$ cat config.mk
export PLATFORM = sky130hd
export DESIGN_NAME = h264_start_code_packetizer_flat
export DESIGN_NICKNAME = d
export VERILOG_FILES = /design/src/rtl/hscp_pkg.sv /design/src/rtl/hscp_if.sv /design/src/rtl/h264_start_code_packetizer.sv /design/src/rtl/hscp_scanner.sv /design/src/rtl/hscp_sequencer.sv /design/src/flat_wrapper.sv
export VERILOG_INCLUDE_DIRS = /design/src /design/src/rtl
export SDC_FILE = /design/constraint.sdc
export NUM_CORES = 1
export LEC_CHECK = 0
export BUFFER_PORTS_ARGS = -buffer_cell sky130_fd_sc_hd__buf_4
export CAP_MARGIN = 0
export CORE_ASPECT_RATIO = 1.2
export CORE_MARGIN = 1.5
export CORE_UTILIZATION = 30
export CTS_CLUSTER_SIZE = 25
export DETAILED_ROUTE_END_ITERATION = 8
export PLACE_DENSITY = 0.52
export SETUP_SLACK_MARGIN = 0.2
export SLEW_MARGIN = 20
export SYNTH_ARGS = -nofsm -noshare
export SYNTH_HDL_FRONTEND = slang
export SYNTH_SLANG_ARGS = --single-unit
$ cat constraint.sdc
create_clock -name clk -period 5.4 [get_ports clk]
set_clock_uncertainty 0.05 [all_clocks]
set_input_delay 0.54 -clock clk [delete_from_list [all_inputs] [get_ports clk]]
set_output_delay 0.54 -clock clk [all_outputs]
set_load 0.05 [all_outputs]
$ cat src/rtl/h264_start_code_packetizer_macros.svh
// ----------------------------------------------------------------------------
// Start code packetizer assertion macros
// Shared property forms for the packetizer's embedded checks.
// ----------------------------------------------------------------------------
`ifndef H264_START_CODE_PACKETIZER_MACROS_SVH
`define H264_START_CODE_PACKETIZER_MACROS_SVH

// Same-cycle implication, disabled while reset is asserted.
`define HSCP_ASSERT_IMP(label, clk, rst_n, ante, cons) \
	label: assert property (@(posedge clk) disable iff (!rst_n) (ante) |-> (cons)) \
		else $error("hscp: same-cycle check failed");

// Next-cycle implication, disabled while reset is asserted.
`define HSCP_ASSERT_NXT(label, clk, rst_n, ante, cons) \
	label: assert property (@(posedge clk) disable iff (!rst_n) (ante) |=> (cons)) \
		else $error("hscp: next-cycle check failed");

`endif

$ cat src/rtl/hscp_pkg.sv
// ----------------------------------------------------------------------------
// Start code packetizer package
// Constants, control word layout and the sequencer program shared by the
// packetizer modules.
// ----------------------------------------------------------------------------
`default_nettype none

package hscp_pkg;

	// Header store geometry.
	localparam int HEADER_BYTES = 29;
	localparam int SPS_END      = 20;
	localparam int START_LEN    = 5;
	localparam int HDR_AW       = $clog2(HEADER_BYTES);

	localparam logic [HDR_AW-1:0] HDR_LAST     = HDR_AW'(HEADER_BYTES - 1);
	localparam logic [HDR_AW-1:0] HDR_SPS_BODY = HDR_AW'(START_LEN);
	localparam logic [HDR_AW-1:0] HDR_PPS_BASE = HDR_AW'(SPS_END);
	localparam logic [HDR_AW-1:0] HDR_PPS_BODY = HDR_AW'(SPS_END + START_LEN);
	localparam logic [HDR_AW-1:0] HDR_SPS_DONE = HDR_AW'(SPS_END);
	localparam logic [HDR_AW-1:0] HDR_PPS_DONE = HDR_AW'(HEADER_BYTES);

	// Stream byte values.
	localparam logic [7:0] BYTE_ZERO  = 8'h00;
	localparam logic [7:0] BYTE_ONE   = 8'h01;
	localparam logic [7:0] TYPE_CLOSE = 8'h21;
	localparam logic [7:0] TYPE_KEY   = 8'h25;
	localparam logic [7:0] TYPE_SPS   = 8'h27;
	localparam logic [7:0] TYPE_PPS   = 8'h28;
	localparam logic [7:0] TYPE_AUD   = 8'h09;

	// Package capacity register.
	localparam int CAP_W = 12;
	localparam int FILL_W = 11;
	localparam logic [CAP_W-1:0] CAP_RESET = 12'd1024;
	localparam logic [CAP_W-1:0] CAP_MIN   = 12'd32;
	localparam logic [CAP_W-1:0] CAP_MAX   = 12'd2048;

	// Result kinds.
	localparam logic KIND_BYTE  = 1'b0;
	localparam logic KIND_CLOSE = 1'b1;

	// Control word opcodes and byte sources.
	localparam logic OP_APPEND = 1'b0;
	localparam logic OP_CLOSE  = 1'b1;

	localparam logic [1:0] SRC_ZERO = 2'd0;
	localparam logic [1:0] SRC_ONE  = 2'd1;
	localparam logic [1:0] SRC_BYTE = 2'd2;
	localparam logic [1:0] SRC_HDR  = 2'd3;

	// Program addresses.
	localparam int UC_AW = 4;
	localparam logic [UC_AW-1:0] UC_PASS3 = 4'd0;
	localparam logic [UC_AW-1:0] UC_PASS2 = 4'd1;
	localparam logic [UC_AW-1:0] UC_PASS1 = 4'd2;
	localparam logic [UC_AW-1:0] UC_BYTE  = 4'd3;
	localparam logic [UC_AW-1:0] UC_CLOSE = 4'd4;
	localparam logic [UC_AW-1:0] UC_KEY   = 4'd5;
	localparam logic [UC_AW-1:0] UC_START = 4'd6;
	localparam logic [UC_AW-1:0] UC_SC1   = 4'd7;
	localparam logic [UC_AW-1:0] UC_SC2   = 4'd8;
	localparam logic [UC_AW-1:0] UC_SC3   = 4'd9;
	localparam logic [UC_AW-1:0] UC_TYPE  = 4'd10;
	localparam logic [UC_AW-1:0] UC_HDR   = 4'd11;
	localparam logic [UC_AW-1:0] UC_LAST  = UC_HDR;

	typedef struct packed {
		logic             op;
		logic [1:0]       src;
		logic             new_frame;
		logic             save_on;
		logic             fin;
		logic             hdr_loop;
		logic [UC_AW-1:0] nxt;
	} ucode_t;

	// Scanner to sequencer: start a program for the byte just taken.
	typedef struct packed {
		logic             valid;
		logic [UC_AW-1:0] entry;
		logic [7:0]       data;
	} start_req_t;

	// Sequencer to scanner status.
	typedef struct packed {
		logic idle;
		logic saving;
	} seq_stat_t;

	function automatic ucode_t uc_word(input logic op, input logic [1:0] src,
			input logic new_frame, input logic save_on, input logic fin,
			input logic hdr_loop, input logic [UC_AW-1:0] nxt);
		ucode_t w;
		w.op        = op;
		w.src       = src;
		w.new_frame = new_frame;
		w.save_on   = save_on;
		w.fin       = fin;
		w.hdr_loop  = hdr_loop;
		w.nxt       = nxt;
		return w;
	endfunction

	// Program ROM. Final steps point at themselves.
	function automatic ucode_t uc_rom(input logic [UC_AW-1:0] addr);
		ucode_t w;
		unique case (addr)
			UC_PASS3: w = uc_word(OP_APPEND, SRC_ZERO, 1'b0, 1'b0, 1'b0, 1'b0, UC_PASS2);
			UC_PASS2: w = uc_word(OP_APPEND, SRC_ZERO, 1'b0, 1'b0, 1'b0, 1'b0, UC_PASS1);
			UC_PASS1: w = uc_word(OP_APPEND, SRC_ZERO, 1'b0, 1'b0, 1'b0, 1'b0, UC_BYTE);
			UC_BYTE:  w = uc_word(OP_APPEND, SRC_BYTE, 1'b0, 1'b0, 1'b1, 1'b0, UC_BYTE);
			UC_CLOSE: w = uc_word(OP_CLOSE,  SRC_ZERO, 1'b0, 1'b0, 1'b0, 1'b0, UC_START);
			UC_KEY:   w = uc_word(OP_CLOSE,  SRC_ZERO, 1'b1, 1'b1, 1'b0, 1'b0, UC_START);
			UC_START: w = uc_word(OP_APPEND, SRC_ZERO, 1'b0, 1'b0, 1'b0, 1'b0, UC_SC1);
			UC_SC1:   w = uc_word(OP_APPEND, SRC_ZERO, 1'b0, 1'b0, 1'b0, 1'b0, UC_SC2);
			UC_SC2:   w = uc_word(OP_APPEND, SRC_ZERO, 1'b0, 1'b0, 1'b0, 1'b0, UC_SC3);
			UC_SC3:   w = uc_word(OP_APPEND, SRC_ONE,  1'b0, 1'b0, 1'b0, 1'b0, UC_TYPE);
			UC_TYPE:  w = uc_word(OP_APPEND, SRC_BYTE, 1'b0, 1'b0, 1'b1, 1'b0, UC_TYPE);
			UC_HDR:   w = uc_word(OP_APPEND, SRC_HDR,  1'b0, 1'b0, 1'b1, 1'b1, UC_HDR);
			default:  w = uc_word(OP_APPEND, SRC_BYTE, 1'b0, 1'b0, 1'b1, 1'b0, UC_BYTE);
		endcase
		return w;
	endfunction

endpackage

`default_nettype wire

$ cat src/rtl/hscp_if.sv
// ----------------------------------------------------------------------------
// Start code packetizer channels
// Valid/ready channels for stream bytes in and packetizer results out.
// ----------------------------------------------------------------------------
`default_nettype none

interface hscp_in_if;
	logic       valid;
	logic       ready;
	logic [7:0] in_byte;

	modport source (output valid, output in_byte, input ready);
	modport sink (input valid, input in_byte, output ready);
endinterface

interface hscp_out_if;
	logic        valid;
	logic        ready;
	logic        kind;
	logic [7:0]  out_byte;
	logic [15:0] package_number;
	logic [15:0] frame_number;
	logic        last;

	modport source (output valid, output kind, output out_byte, output package_number,
		output frame_number, output last, input ready);
	modport sink (input valid, input kind, input out_byte, input package_number,
		input frame_number, input last, output ready);
endinterface

`default_nettype wire

$ cat src/rtl/h264_start_code_packetizer.sv
// ----------------------------------------------------------------------------
// H.264 start code packetizer
// Scans an Annex B byte stream for start codes and turns it into payload
// bytes and package close events.
// ----------------------------------------------------------------------------
// Flow: a byte that produces no result (a zero that may open a start
// code, a header body byte other than the last PPS byte, a dropped unit
// type) is taken without starting the sequencer. A byte that produces
// results holds the input until its last result has been issued, because
// every program step and every capacity close is one result and leaves
// through a single output register. Stalls on the result channel hold
// the input as well. There is no clearing pass after reset; the header
// store needs none.
`default_nettype none

module h264_start_code_packetizer (
	input  wire                            clk,
	input  wire                            arst_n,
	input  wire                            cfg_we,
	input  wire  [hscp_pkg::CAP_W-1:0]     cfg_wdata,
	hscp_in_if.sink                        stream,
	hscp_out_if.source                     result
);

	// The scanner owns the start code pattern, the SPS/PPS header store and
	// the choice of program for each accepted byte. It only takes a request
	// while the sequencer is idle, so one byte's results never interleave
	// with the next byte's.
	hscp_pkg::start_req_t               req;
	hscp_pkg::seq_stat_t                stat;
	logic [hscp_pkg::HDR_AW-1:0]        hdr_idx;
	logic [7:0]                         hdr_byte;

	hscp_scanner u_scanner (
		.clk     (clk),
		.arst_n  (arst_n),
		.stream  (stream),
		.stat    (stat),
		.req     (req),
		.rd_idx  (hdr_idx),
		.rd_byte (hdr_byte)
	);

	// The sequencer runs a short program from its control ROM: pass-through
	// zeros, start code insertion, package closes and the header replay.
	// After every appended byte it checks the package fill against the
	// clamped capacity and, when full, slips in a close before continuing.
	// Package and frame numbers advance before the close is reported, so a
	// close carries the new numbers.
	hscp_sequencer u_sequencer (
		.clk       (clk),
		.arst_n    (arst_n),
		.cfg_we    (cfg_we),
		.cfg_wdata (cfg_wdata),
		.req       (req),
		.stat      (stat),
		.hdr_idx   (hdr_idx),
		.hdr_byte  (hdr_byte),
		.result    (result)
	);

endmodule

`default_nettype wire

$ cat src/rtl/hscp_scanner.sv
// ----------------------------------------------------------------------------
// Start code scanner
// Tracks the start code pattern, collects SPS and PPS bytes into the header
// store and picks the sequencer program each accepted byte needs.
// ----------------------------------------------------------------------------
`default_nettype none

module hscp_scanner (
	input  wire                             clk,
	input  wire                             arst_n,
	hscp_in_if.sink                         stream,
	input  wire  hscp_pkg::seq_stat_t       stat,
	output hscp_pkg::start_req_t            req,
	input  wire  [hscp_pkg::HDR_AW-1:0]     rd_idx,
	output logic [7:0]                      rd_byte
);

	localparam logic [2:0] PH_Z0   = 3'd0;
	localparam logic [2:0] PH_Z1   = 3'd1;
	localparam logic [2:0] PH_Z2   = 3'd2;
	localparam logic [2:0] PH_Z3   = 3'd3;
	localparam logic [2:0] PH_TYPE = 3'd4;
	localparam logic [2:0] PH_SPS  = 3'd5;
	localparam logic [2:0] PH_PPS  = 3'd6;

	logic [2:0]                   phase_q, phase_d;
	logic [hscp_pkg::HDR_AW-1:0]  fill_q, fill_d, fill_inc;
	logic                         accept;
	logic                         wr_en;
	logic [7:0]                   b;
	logic [7:0]                   store_q [hscp_pkg::HEADER_BYTES];

	assign stream.ready = stat.idle;
	assign accept       = stream.valid && stat.idle;
	assign b            = stream.in_byte;
	assign fill_inc     = fill_q + 1'b1;

	always_comb begin
		phase_d   = phase_q;
		fill_d    = fill_q;
		wr_en     = 1'b0;
		req.valid = 1'b0;
		req.entry = hscp_pkg::UC_BYTE;
		req.data  = b;
		if (accept) begin
			unique case (phase_q)
				PH_Z0: begin
					if (b == hscp_pkg::BYTE_ZERO) begin
						phase_d = PH_Z1;
					end else if (stat.saving) begin
						req.valid = 1'b1;
						req.entry = hscp_pkg::UC_BYTE;
					end
				end
				PH_Z1: begin
					if (b == hscp_pkg::BYTE_ZERO) begin
						phase_d = PH_Z2;
					end else begin
						phase_d   = PH_Z0;
						req.valid = stat.saving;
						req.entry = hscp_pkg::UC_PASS1;
					end
				end
				PH_Z2: begin
					if (b == hscp_pkg::BYTE_ZERO) begin
						phase_d = PH_Z3;
					end else begin
						phase_d   = PH_Z0;
						req.valid = stat.saving;
						req.entry = hscp_pkg::UC_PASS2;
					end
				end
				PH_Z3: begin
					if (b == hscp_pkg::BYTE_ONE) begin
						phase_d = PH_TYPE;
					end else begin
						// A fourth zero does not restart the pattern.
						phase_d   = PH_Z0;
						req.valid = stat.saving;
						req.entry = hscp_pkg::UC_PASS3;
					end
				end
				PH_TYPE: begin
					phase_d = PH_Z0;
					priority if (b == hscp_pkg::TYPE_CLOSE) begin
						req.valid = 1'b1;
						req.entry = hscp_pkg::UC_CLOSE;
					end else if (b == hscp_pkg::TYPE_KEY) begin
						req.valid = 1'b1;
						req.entry = hscp_pkg::UC_KEY;
					end else if (b == hscp_pkg::TYPE_SPS) begin
						phase_d = PH_SPS;
						fill_d  = hscp_pkg::HDR_SPS_BODY;
					end else if (b == hscp_pkg::TYPE_PPS) begin
						phase_d = PH_PPS;
						fill_d  = hscp_pkg::HDR_PPS_BODY;
					end else if (b == hscp_pkg::TYPE_AUD) begin
						req.valid = 1'b1;
						req.entry = hscp_pkg::UC_START;
					end
				end
				PH_SPS: begin
					wr_en  = 1'b1;
					fill_d = fill_inc;
					if (fill_inc >= hscp_pkg::HDR_SPS_DONE) begin
						phase_d = PH_Z0;
					end
				end
				PH_PPS: begin
					wr_en  = 1'b1;
					fill_d = fill_inc;
					if (fill_inc >= hscp_pkg::HDR_PPS_DONE) begin
						phase_d   = PH_Z0;
						req.valid = 1'b1;
						req.entry = hscp_pkg::UC_HDR;
					end
				end
				default: begin
					phase_d = PH_Z0;
				end
			endcase
		end
	end

	always_ff @(posedge clk or negedge arst_n) begin
		if (!arst_n) begin
			phase_q <= PH_Z0;
			fill_q  <= '0;
		end else begin
			phase_q <= phase_d;
			fill_q  <= fill_d;
		end
	end

	// Header body bytes; start code positions are constants.
	always_ff @(posedge clk) begin
		if (wr_en) begin
			store_q[fill_q] <= b;
		end
	end

	always_comb begin
		unique case (rd_idx)
			5'd0, 5'd1, 5'd2, 5'd20, 5'd21, 5'd22: rd_byte = hscp_pkg::BYTE_ZERO;
			5'd3, 5'd23:                           rd_byte = hscp_pkg::BYTE_ONE;
			5'd4:                                  rd_byte = hscp_pkg::TYPE_SPS;
			5'd24:                                 rd_byte = hscp_pkg::TYPE_PPS;
			default:                               rd_byte = store_q[rd_idx];
		endcase
	end

endmodule

`default_nettype wire

$ cat src/rtl/hscp_sequencer.sv
// ----------------------------------------------------------------------------
// Packetizer sequencer
// Steps through the control program, emits one result per unstalled cycle
// into the output register, keeps package fill, package and frame counters.
// ----------------------------------------------------------------------------
`default_nettype none

`include "h264_start_code_packetizer_macros.svh"

module hscp_sequencer (
	input  wire                               clk,
	input  wire                               arst_n,
	input  wire                               cfg_we,
	input  wire  [hscp_pkg::CAP_W-1:0]        cfg_wdata,
	input  wire  hscp_pkg::start_req_t        req,
	output hscp_pkg::seq_stat_t               stat,
	output logic [hscp_pkg::HDR_AW-1:0]       hdr_idx,
	input  wire  [7:0]                        hdr_byte,
	hscp_out_if.source                        result
);

	logic                              busy_q;
	logic [hscp_pkg::UC_AW-1:0]        pc_q;
	logic                              pend_q;
	logic                              pend_last_q;
	logic [hscp_pkg::HDR_AW-1:0]       hdr_idx_q;
	logic [hscp_pkg::FILL_W-1:0]       fill_q;
	logic [15:0]                       pkg_q;
	logic [15:0]                       frm_q;
	logic                              saving_q;
	logic [hscp_pkg::CAP_W-1:0]        cap_q;
	logic [7:0]                        byte_q;

	logic                              out_valid_q;
	logic                              out_kind_q;
	logic [7:0]                        out_byte_q;
	logic [15:0]                       out_pkg_q;
	logic [15:0]                       out_frm_q;
	logic                              out_last_q;

	hscp_pkg::ucode_t                  w;
	logic                              emit;
	logic                              hdr_end;
	logic                              step_done;
	logic [hscp_pkg::CAP_W-1:0]        eff_cap;
	logic [hscp_pkg::CAP_W-1:0]        fill_inc;
	logic                              auto_close;
	logic [15:0]                       pkg_inc;
	logic [15:0]                       frm_inc;
	logic [7:0]                        src_byte;
	logic                              res_kind;
	logic [7:0]                        res_byte;
	logic [15:0]                       res_pkg;
	logic [15:0]                       res_frm;
	logic                              last_c;

	assign w         = hscp_pkg::uc_rom(pc_q);
	assign emit      = busy_q && (!out_valid_q || result.ready);
	assign hdr_end   = (hdr_idx_q == hscp_pkg::HDR_LAST);
	assign step_done = w.fin && (!w.hdr_loop || hdr_end);
	assign fill_inc  = {1'b0, fill_q} + 1'b1;
	assign pkg_inc   = pkg_q + 1'b1;
	assign frm_inc   = frm_q + 1'b1;

	assign stat.idle   = !busy_q;
	assign stat.saving = saving_q;
	assign hdr_idx     = hdr_idx_q;

	always_comb begin
		if (cap_q < hscp_pkg::CAP_MIN) begin
			eff_cap = hscp_pkg::CAP_MIN;
		end else if (cap_q > hscp_pkg::CAP_MAX) begin
			eff_cap = hscp_pkg::CAP_MAX;
		end else begin
			eff_cap = cap_q;
		end
	end

	assign auto_close = (fill_inc >= eff_cap);

	always_comb begin
		unique case (w.src)
			hscp_pkg::SRC_ZERO: src_byte = hscp_pkg::BYTE_ZERO;
			hscp_pkg::SRC_ONE:  src_byte = hscp_pkg::BYTE_ONE;
			hscp_pkg::SRC_BYTE: src_byte = byte_q;
			hscp_pkg::SRC_HDR:  src_byte = hdr_byte;
			default:            src_byte = byte_q;
		endcase
	end

	// A pending capacity close is emitted before the program moves on.
	always_comb begin
		if (pend_q) begin
			res_kind = hscp_pkg::KIND_CLOSE;
			res_byte = '0;
			res_pkg  = pkg_inc;
			res_frm  = frm_q;
			last_c   = pend_last_q;
		end else if (w.op == hscp_pkg::OP_CLOSE) begin
			res_kind = hscp_pkg::KIND_CLOSE;
			res_byte = '0;
			res_pkg  = pkg_inc;
			res_frm  = w.new_frame ? frm_inc : frm_q;
			last_c   = step_done;
		end else begin
			res_kind = hscp_pkg::KIND_BYTE;
			res_byte = src_byte;
			res_pkg  = '0;
			res_frm  = '0;
			last_c   = step_done && !auto_close;
		end
	end

	always_ff @(posedge clk or negedge arst_n) begin
		if (!arst_n) begin
			busy_q      <= 1'b0;
			pc_q        <= hscp_pkg::UC_BYTE;
			pend_q      <= 1'b0;
			pend_last_q <= 1'b0;
			hdr_idx_q   <= '0;
			fill_q      <= '0;
			pkg_q       <= '0;
			frm_q       <= '0;
			saving_q    <= 1'b0;
			cap_q       <= hscp_pkg::CAP_RESET;
			out_valid_q <= 1'b0;
		end else begin
			if (cfg_we) begin
				cap_q <= cfg_wdata;
			end
			if (emit) begin
				out_valid_q <= 1'b1;
			end else if (result.ready) begin
				out_valid_q <= 1'b0;
			end
			if (!busy_q) begin
				if (req.valid) begin
					busy_q    <= 1'b1;
					pc_q      <= req.entry;
					hdr_idx_q <= '0;
				end
			end else if (emit) begin
				if (pend_q) begin
					pkg_q  <= pkg_inc;
					fill_q <= '0;
					pend_q <= 1'b0;
					if (pend_last_q) begin
						busy_q <= 1'b0;
					end
				end else if (w.op == hscp_pkg::OP_CLOSE) begin
					pkg_q  <= pkg_inc;
					fill_q <= '0;
					pc_q   <= w.nxt;
					if (w.new_frame) begin
						frm_q <= frm_inc;
					end
					if (w.save_on) begin
						saving_q <= 1'b1;
					end
					if (step_done) begin
						busy_q <= 1'b0;
					end
				end else begin
					fill_q <= fill_inc[hscp_pkg::FILL_W-1:0];
					if (auto_close) begin
						pend_q      <= 1'b1;
						pend_last_q <= step_done;
					end else if (step_done) begin
						busy_q <= 1'b0;
					end
					if (w.hdr_loop && !hdr_end) begin
						hdr_idx_q <= hdr_idx_q + 1'b1;
					end else begin
						pc_q <= w.nxt;
					end
				end
			end
		end
	end

	always_ff @(posedge clk) begin
		if (!busy_q && req.valid) begin
			byte_q <= req.data;
		end
		if (emit) begin
			out_kind_q <= res_kind;
			out_byte_q <= res_byte;
			out_pkg_q  <= res_pkg;
			out_frm_q  <= res_frm;
			out_last_q <= last_c;
		end
	end

	assign result.valid          = out_valid_q;
	assign result.kind           = out_kind_q;
	assign result.out_byte       = out_byte_q;
	assign result.package_number = out_pkg_q;
	assign result.frame_number   = out_frm_q;
	assign result.last           = out_last_q;

	`HSCP_ASSERT_IMP(a_idle_no_pend, clk, arst_n, !busy_q, !pend_q)
	`HSCP_ASSERT_IMP(a_pc_in_program, clk, arst_n, busy_q, pc_q <= hscp_pkg::UC_LAST)
	`HSCP_ASSERT_IMP(a_hdr_idx_range, clk, arst_n, busy_q, hdr_idx_q <= hscp_pkg::HDR_LAST)
	`HSCP_ASSERT_NXT(a_last_ends_run, clk, arst_n, emit && last_c, !busy_q)
	`HSCP_ASSERT_NXT(a_pend_is_close, clk, arst_n, emit && pend_q, out_valid_q && out_kind_q == hscp_pkg::KIND_CLOSE)

endmodule

`default_nettype wire
$ cat src/flat_wrapper.sv
// flat-port wrapper written by rule: the top's interface ports become plain ports
module h264_start_code_packetizer_flat 
  (clk, arst_n, cfg_we, cfg_wdata, stream_valid, stream_in_byte, stream_ready, result_valid, result_kind, result_out_byte, result_package_number, result_frame_number, result_last, result_ready);
  hscp_in_if stream_i ();
  hscp_out_if result_i ();
  input  wire clk;
  input  wire arst_n;
  input  wire cfg_we;
  input  wire  [hscp_pkg::CAP_W-1:0] cfg_wdata;
  input wire logic [$bits(stream_i.valid)-1:0] stream_valid;
  input wire logic [$bits(stream_i.in_byte)-1:0] stream_in_byte;
  output wire logic [$bits(stream_i.ready)-1:0] stream_ready;
  output wire logic [$bits(result_i.valid)-1:0] result_valid;
  output wire logic [$bits(result_i.kind)-1:0] result_kind;
  output wire logic [$bits(result_i.out_byte)-1:0] result_out_byte;
  output wire logic [$bits(result_i.package_number)-1:0] result_package_number;
  output wire logic [$bits(result_i.frame_number)-1:0] result_frame_number;
  output wire logic [$bits(result_i.last)-1:0] result_last;
  input wire logic [$bits(result_i.ready)-1:0] result_ready;
  assign stream_i.valid = stream_valid;
  assign stream_i.in_byte = stream_in_byte;
  assign stream_ready = stream_i.ready;
  assign result_valid = result_i.valid;
  assign result_kind = result_i.kind;
  assign result_out_byte = result_i.out_byte;
  assign result_package_number = result_i.package_number;
  assign result_frame_number = result_i.frame_number;
  assign result_last = result_i.last;
  assign result_i.ready = result_ready;
  h264_start_code_packetizer u_core (.clk(clk), .arst_n(arst_n), .cfg_we(cfg_we), .cfg_wdata(cfg_wdata), .stream(stream_i), .result(result_i));
endmodule
# [After elaboration in Yosys (flattened, before gate mapping)]
# Memories as Yosys holds them, arrays and structs flattened.
# Cells that the tools add are included.
[word_totals] ram_bits=232 rom_bits=176 memories=2 reg_bits=127 latchBits=0 wordCells=177
[mem_list] memory="u_core.u_scanner.store_q" depth=29 width=8 rd=1 rd_clocked_by_memory_dff=0 write_ports=1 line="hscp_scanner.sv:31" source="logic [7:0] store_q [hscp_pkg::HEADER_BYTES];"
[mem_list] memory="(name not given)" depth=16 width=11 rd=1 rd_clocked_by_memory_dff=0 write_ports=0 line="hscp_pkg.sv:108" source="unique case (addr)"
[classes] bitwise_logic=2 div=0 shift=0 muxes=74 reduce_logical=34 n_eq_ne=36 mul=0 add_sub_neg=5 n_lt_le_gt_ge=5
[op_table] operator="16-bit 2-to-1 mux" count=7
[op_table] operator="5-bit 2-to-1 mux" count=22
[op_table] operator="8-bit case mux with 4 select lines" count=2
[op_table] operator="16-bit by 1-bit adder with 16-bit output, second input constant" count=2
[op_table] operator="8-bit by 6-bit == test with 1-bit output, second input constant" count=4
[op_table] operator="5-bit == test, second input constant" count=6
[op_table] operator="5-bit case mux with 6 select lines" count=1
[op_table] operator="12-bit 2-to-1 mux" count=2
[op_table] operator="3-bit 2-to-1 mux" count=8
[op_table] operator="4-bit 2-to-1 mux" count=6
[op_table] operator="11-bit 2-to-1 mux" count=2
[op_table] operator="3-bit case mux with 7 select lines" count=1
[op_table] operator="1-bit 2-to-1 mux" count=20
[op_table] operator="5-bit AND reduction" count=4
[op_table] operator="2-bit inequality test, second input constant" count=7
[op_table] operator="11-bit by 1-bit adder with 12-bit output, second input constant" count=1
[op_table] operator="12-bit greater-or-equal comparator" count=1
[op_table] operator="12-bit > comparator, second input constant" count=1
[op_table] operator="12-bit by 6-bit < comparator with 1-bit output, second input constant" count=1
[op_table] operator="4-bit AND reduction" count=3
[op_table] operator="5-bit by 1-bit adder with 5-bit output, second input constant" count=2
[op_table] operator="5-bit by 2-bit == test with 1-bit output, second input constant" count=2
[op_table] operator="5-bit greater-or-equal comparator, second input constant" count=2
[op_table] operator="5-bit case mux with 2 select lines" count=1
[op_table] operator="25 further kinds" count=48

# [Logic depth before layout (Yosys ltp)]
[depth] word_depth=10 mapped_depth=12 ltp_nobuf=12

# [Hierarchy]
# From an unflattened synthesis, not the netlist that was laid out.
[hier_totals] cells_unflattened=1117 area_unflattened_um2=14724.1
[modules_own_cells] module="hscp_scanner" seq_area_each_um2=5935.7 area_each_um2=8794.7 n_inst=1 cells_per_inst=560
[modules_own_cells] module="hscp_sequencer" seq_area_each_um2=3231.8 area_each_um2=5929.4 n_inst=1 cells_per_inst=557

# [Worst setup path after synthesis]
# OpenSTA, ideal clock, no wires.
[synth_timing] path_type="flip-flop to flip-flop" startpoint="reg u_core.u_sequencer.fill_q[0] (netlist name)" endpoint="reg u_core.u_sequencer.pend_last_q" t_arrival_ns=2.801 setup_time_ns=0.125 path_stages_with_launch=13 path_slack_ns=2.424 synth_period_minus_slack_ns=2.976 required_time_ns=5.225 n_path_buf=0 cell_sequence="dfrtp_1 ha_1 nand3_1 nor2_1 and3_1 nand3_1 xnor2_1 ha_1 nand4_1 or3_1 o211ai_1 and2_1 mux2_2"
[synth_between] elab_chain_len=3
[synth_lines] item="from (decl)" line="hscp_sequencer.sv:27" source="logic [hscp_pkg::FILL_W-1:0] fill_q;"
[synth_lines] item="from (signal assigned)" line="hscp_sequencer.sv:164" source="fill_q <= fill_inc[hscp_pkg::FILL_W-1:0];"
[synth_lines] item="11-bit by 1-bit adder with 12-bit output" line="hscp_sequencer.sv:61" source="assign fill_inc = {1'b0, fill_q} + 1'b1;"
[synth_lines] item="12-bit greater-or-equal comparator" line="hscp_sequencer.sv:79" source="assign auto_close = (fill_inc >= eff_cap);"
[synth_lines] item="5-bit AND reduction (no line)"
[synth_lines] item="to (signal assigned)" line="hscp_sequencer.sv:167" source="pend_last_q <= step_done;"
[synth_lines] item="to (decl)" line="hscp_sequencer.sv:25" source="logic pend_last_q;"
# No other way between the ends.
# A chain may end at the register's enable or synchronous reset.

# [Worst setup path after layout]
# Ends and elaborated chain as after synthesis.

==> run_results.csv <==
group,metric,value,unit
logic_synthesis,synth.distinct_cells,84,
logic_synthesis,yosys.area_share.xor_xnor,0.0318,
grt,grt_max_degree,59,
clocking,cts.sinks,359,
logic_synthesis,yosysSeqAreaShare,0.651,
logic_synthesis,synth.cell_area,16000,sq um
logic_synthesis,synth_edf_count,282,
timing,period_share,0.622,
route,vias_per_cell,5.00,
timing,period_needed,3.36,ns
grt,grt_pass1_vias,9650,
clocking,clock_latency,0.55,ns
outcome,outcome,"complete, no violations",
route,drc,0,
grt,antenna_found_initial,1,
critical_path,arrival,3.74,ns
timing,tightest_slew,1.03,ns
grt,grt_usage,0.139,
pwr,irDropWorstVdd,174,uV
clocking,cts.hold.buffers_added,1,
cells_and_area,nFillCells,5086,
floorplanning,dieArea,54700,sq um
cells_and_area,final_cell_mix,"282 x edfxtp_1, 92 x nor2_1, 90 x nand2_1",
route,firstDrtPassIters,5,
cells_and_area,layout-drive-gt1-share,0.190,
timing,fmax,298,MHz
cells_and_area,diodes,0,
floorplanning,die_h,256,um
min_path,whs_path_depth,2,
cells_and_area,syn2layout_area_growth,15.2,%
critical_path,r2r_cells,12,
timing,setup_ws,2.04,ns
place,placed_cells,1845,
pwr,leakagePower,0.00634,uW
grt,grt-ovfl-total,0,
logic_synthesis,synth_compound_area_frac,0.0789,
clocking,cts_buffer_depth,3,
run,maxCapViolations,0,
clocking,post_cts_buffers,0,
logic_synthesis,ys.flop_type,"edfxtp_1",
cells_and_area,layout_commonest_cell,"edfxtp_1",
floorplanning,fp-row-count,92,
route,routed_wl,37.6,mm
floorplanning,start_util,0.304,
timing,grt_setup_unrepaired,"false",
place,place.gp.congestion,0.799,
grt,grt_first_pass_wirelength,58.0,mm
cells_and_area,nNetsFinal,1230,
floorplanning,ios,69,
logic_synthesis,synthAdderAreaFrac,0.0186,
logic_synthesis,synthSimpleGateAreaFrac,0.103,
critical_path,path_max_fanout,6,
clocking,cts_buffers,39,
clocking,cts_root_buf,"clkbuf_16",
timing,drv_slew,0,
clocking,cts_max_level,2,
place,port_buffers,68,
route,drt_iter0_markers,762,
timing,tns,0,ns
logic_synthesis,syn_avg_cell_area,14.3,sq um
timing,hold_viol,0,
min_path,hp-class,"primary input to flip-flop",
logic_synthesis,synth_nets,1163,
floorplanning,die_x,214,um
timing,setup-violations-final,0,
route,wl_per_cell,19.6,um
place,place_ws,2.05,ns
floorplanning,design.core.area,52600,sq um
logic_synthesis,synth_top_family_by_area,"simple AND/OR/NAND/NOR gates",
timing,relSlewSlack,0.314,
place,dp.final_hpwl,24.5,mm
route,vias,9593,
logic_synthesis,ys_warn_count,0,
clocking,clk_pin_slew_worst_paths,0.06,ns
cells_and_area,finalNonFillerCells,1918,
clocking,cts_tree,"built",
logic_synthesis,synth-seq-cells,359,
pwr,p_per_area,342,nW/um^2
critical_path,worstSetupPathType,"flip-flop to flip-flop",
route,detail-route-antenna-nets,0,
logic_synthesis,async_reset_ff_frac,0.214,
critical_path,end_kind,"flip-flop",
logic_synthesis,syn_inst,1115,
critical_path,worst_setup_path_start_kind,"flip-flop",
clocking,post_cts_resized,0,
logic_synthesis,muxShareOfSynthArea,0.0950,
critical_path,crit_required,5.78,ns
-- logic make-up (layout without fill, tap and decap cells) --
logic type               after synthesis  in the layout
AND/OR/NAND/NOR                      329            329
multiplexers                          84             84
XOR/XNOR                              58             58
AO/OA/AOI/OAI                        192            192
adder cells (fa/ha/maj)               24             24
flip-flops                           359            359
buffers and inverters                 69            167
-- through the flow --
stage	power (uW)	instance area, sq um	hold slack, ns	util
finish	6300	18400	0.180	0.350
global route	6540	18400	0.164	0.350
CTS	6370	18400	0.153	0.350
detailed placement	3730	17200	0.405	0.326
global placement	3720	17200	0.405	0.326
floorplan	3530	16000	0.194	-
-- synth_stat cells (all sizes together), types with 6 or more instances --
cell,instances,area [sq um]
a211oi,9,67.6
a21oi,36,191
a22o,8,70.1
a22oi,10,75.1
a31oi,10,62.6
and2,6,37.5
and3,14,87.6
buf,27,186
clkbuf,24,91.3
dfrtp,74,1850
edfxtp,282,8470
ha,23,288
inv,16,60.1
mux2,21,236
mux2i,11,110
mux4,52,1170
nand2,90,338
nand2b,12,75.1
nand3,36,180
nand4,13,87.6
nor2,95,374
nor2b,10,62.6
nor3,20,133
o21ai,64,332
o31ai,10,75.1
or3,6,42.5
xnor2,33,289
xor2,25,219
-- final timing paths --
check / slack [ns] / startpoint / end
worst max-delay path: 2.04 / u_core.u_sequencer.fill_q[0] / u_core.u_sequencer.pend_last_q
worst min-delay path: 0.18 / cfg_wdata[5] / u_core.u_sequencer.cap_q[5]
worst max register to register: 2.04 / u_core.u_sequencer.fill_q[0] / u_core.u_sequencer.pend_last_q
worst min register to register: 0.43 / u_core.u_sequencer.pkg_q[15] / u_core.u_sequencer.pkg_q[15]
max in group asynchronous: 3.78 / arst_n / u_core.u_sequencer.hdr_idx[1]
min in group asynchronous: 0.37 / arst_n / u_core.u_scanner.fill_q[2]
-- registers in the layout (all words and copies together) (netlist names), 5 cells and up --
register	count
u_core.u_sequencer.result.frame_number	16
u_core.u_sequencer.cap_q	12
u_core.u_scanner.fill_q	5
u_core.u_sequencer.result.package_number	16
u_core.u_sequencer.hdr_idx	5
u_core.u_sequencer.pkg_q	16
u_core.u_sequencer.result.out_byte	8
u_core.u_sequencer.frm_q	16
u_core.u_sequencer.fill_q	11
u_core.u_sequencer.byte_q	8
u_core.u_scanner.store_q	232
-- layer usage --
layer,wire [um],global-route usage,part of all wire,vias up
li1,-,-,-,4423
met3,1720,0.0240,0.046,51
met5,0,0,0,-
met2,18500,0.230,0.49,240
met1,16400,0.185,0.44,4879
met4,901,0.0448,0.024,0
-- power breakdown --
group	leakage (uW)	switching (uW)	total (uW)	internal, uW
Sequential	0.00355	137	3180	3040
Combinational	0.00219	299	497	197
Clock	0.000608	1090	2620	1540
Total	0.00634	1520	6300	4780
-- final cells by class --
cell class / instances / area, sq um / share of cell area
clock buffer: 46 / 1010 / 0.0550
clock inverter: 26 / 234 / 0.0127
inverter: 18 / 67.6 / 0.00367
multi-input combinational: 687 / 5230 / 0.284
sequential: 359 / 10400 / 0.565
tap: 705 / 882 / 0.0479
timing repair buffer: 77 / 581 / 0.0315
-- critical path, cell delays in order, from the launching register on --
cell	delay, ns
dfrtp_1	0.43
ha_1	0.25
nand3_1	0.16
nor2_1	0.24
and3_1	0.26
nand3_1	0.11
xnor2_1	0.15
ha_1	0.31
nand4_1	0.08
or3_1	0.34
o211ai_1	0.29
and2_1	0.21
mux2_2	0.34
No activity file was read; power rests on OpenSTA's default activity.
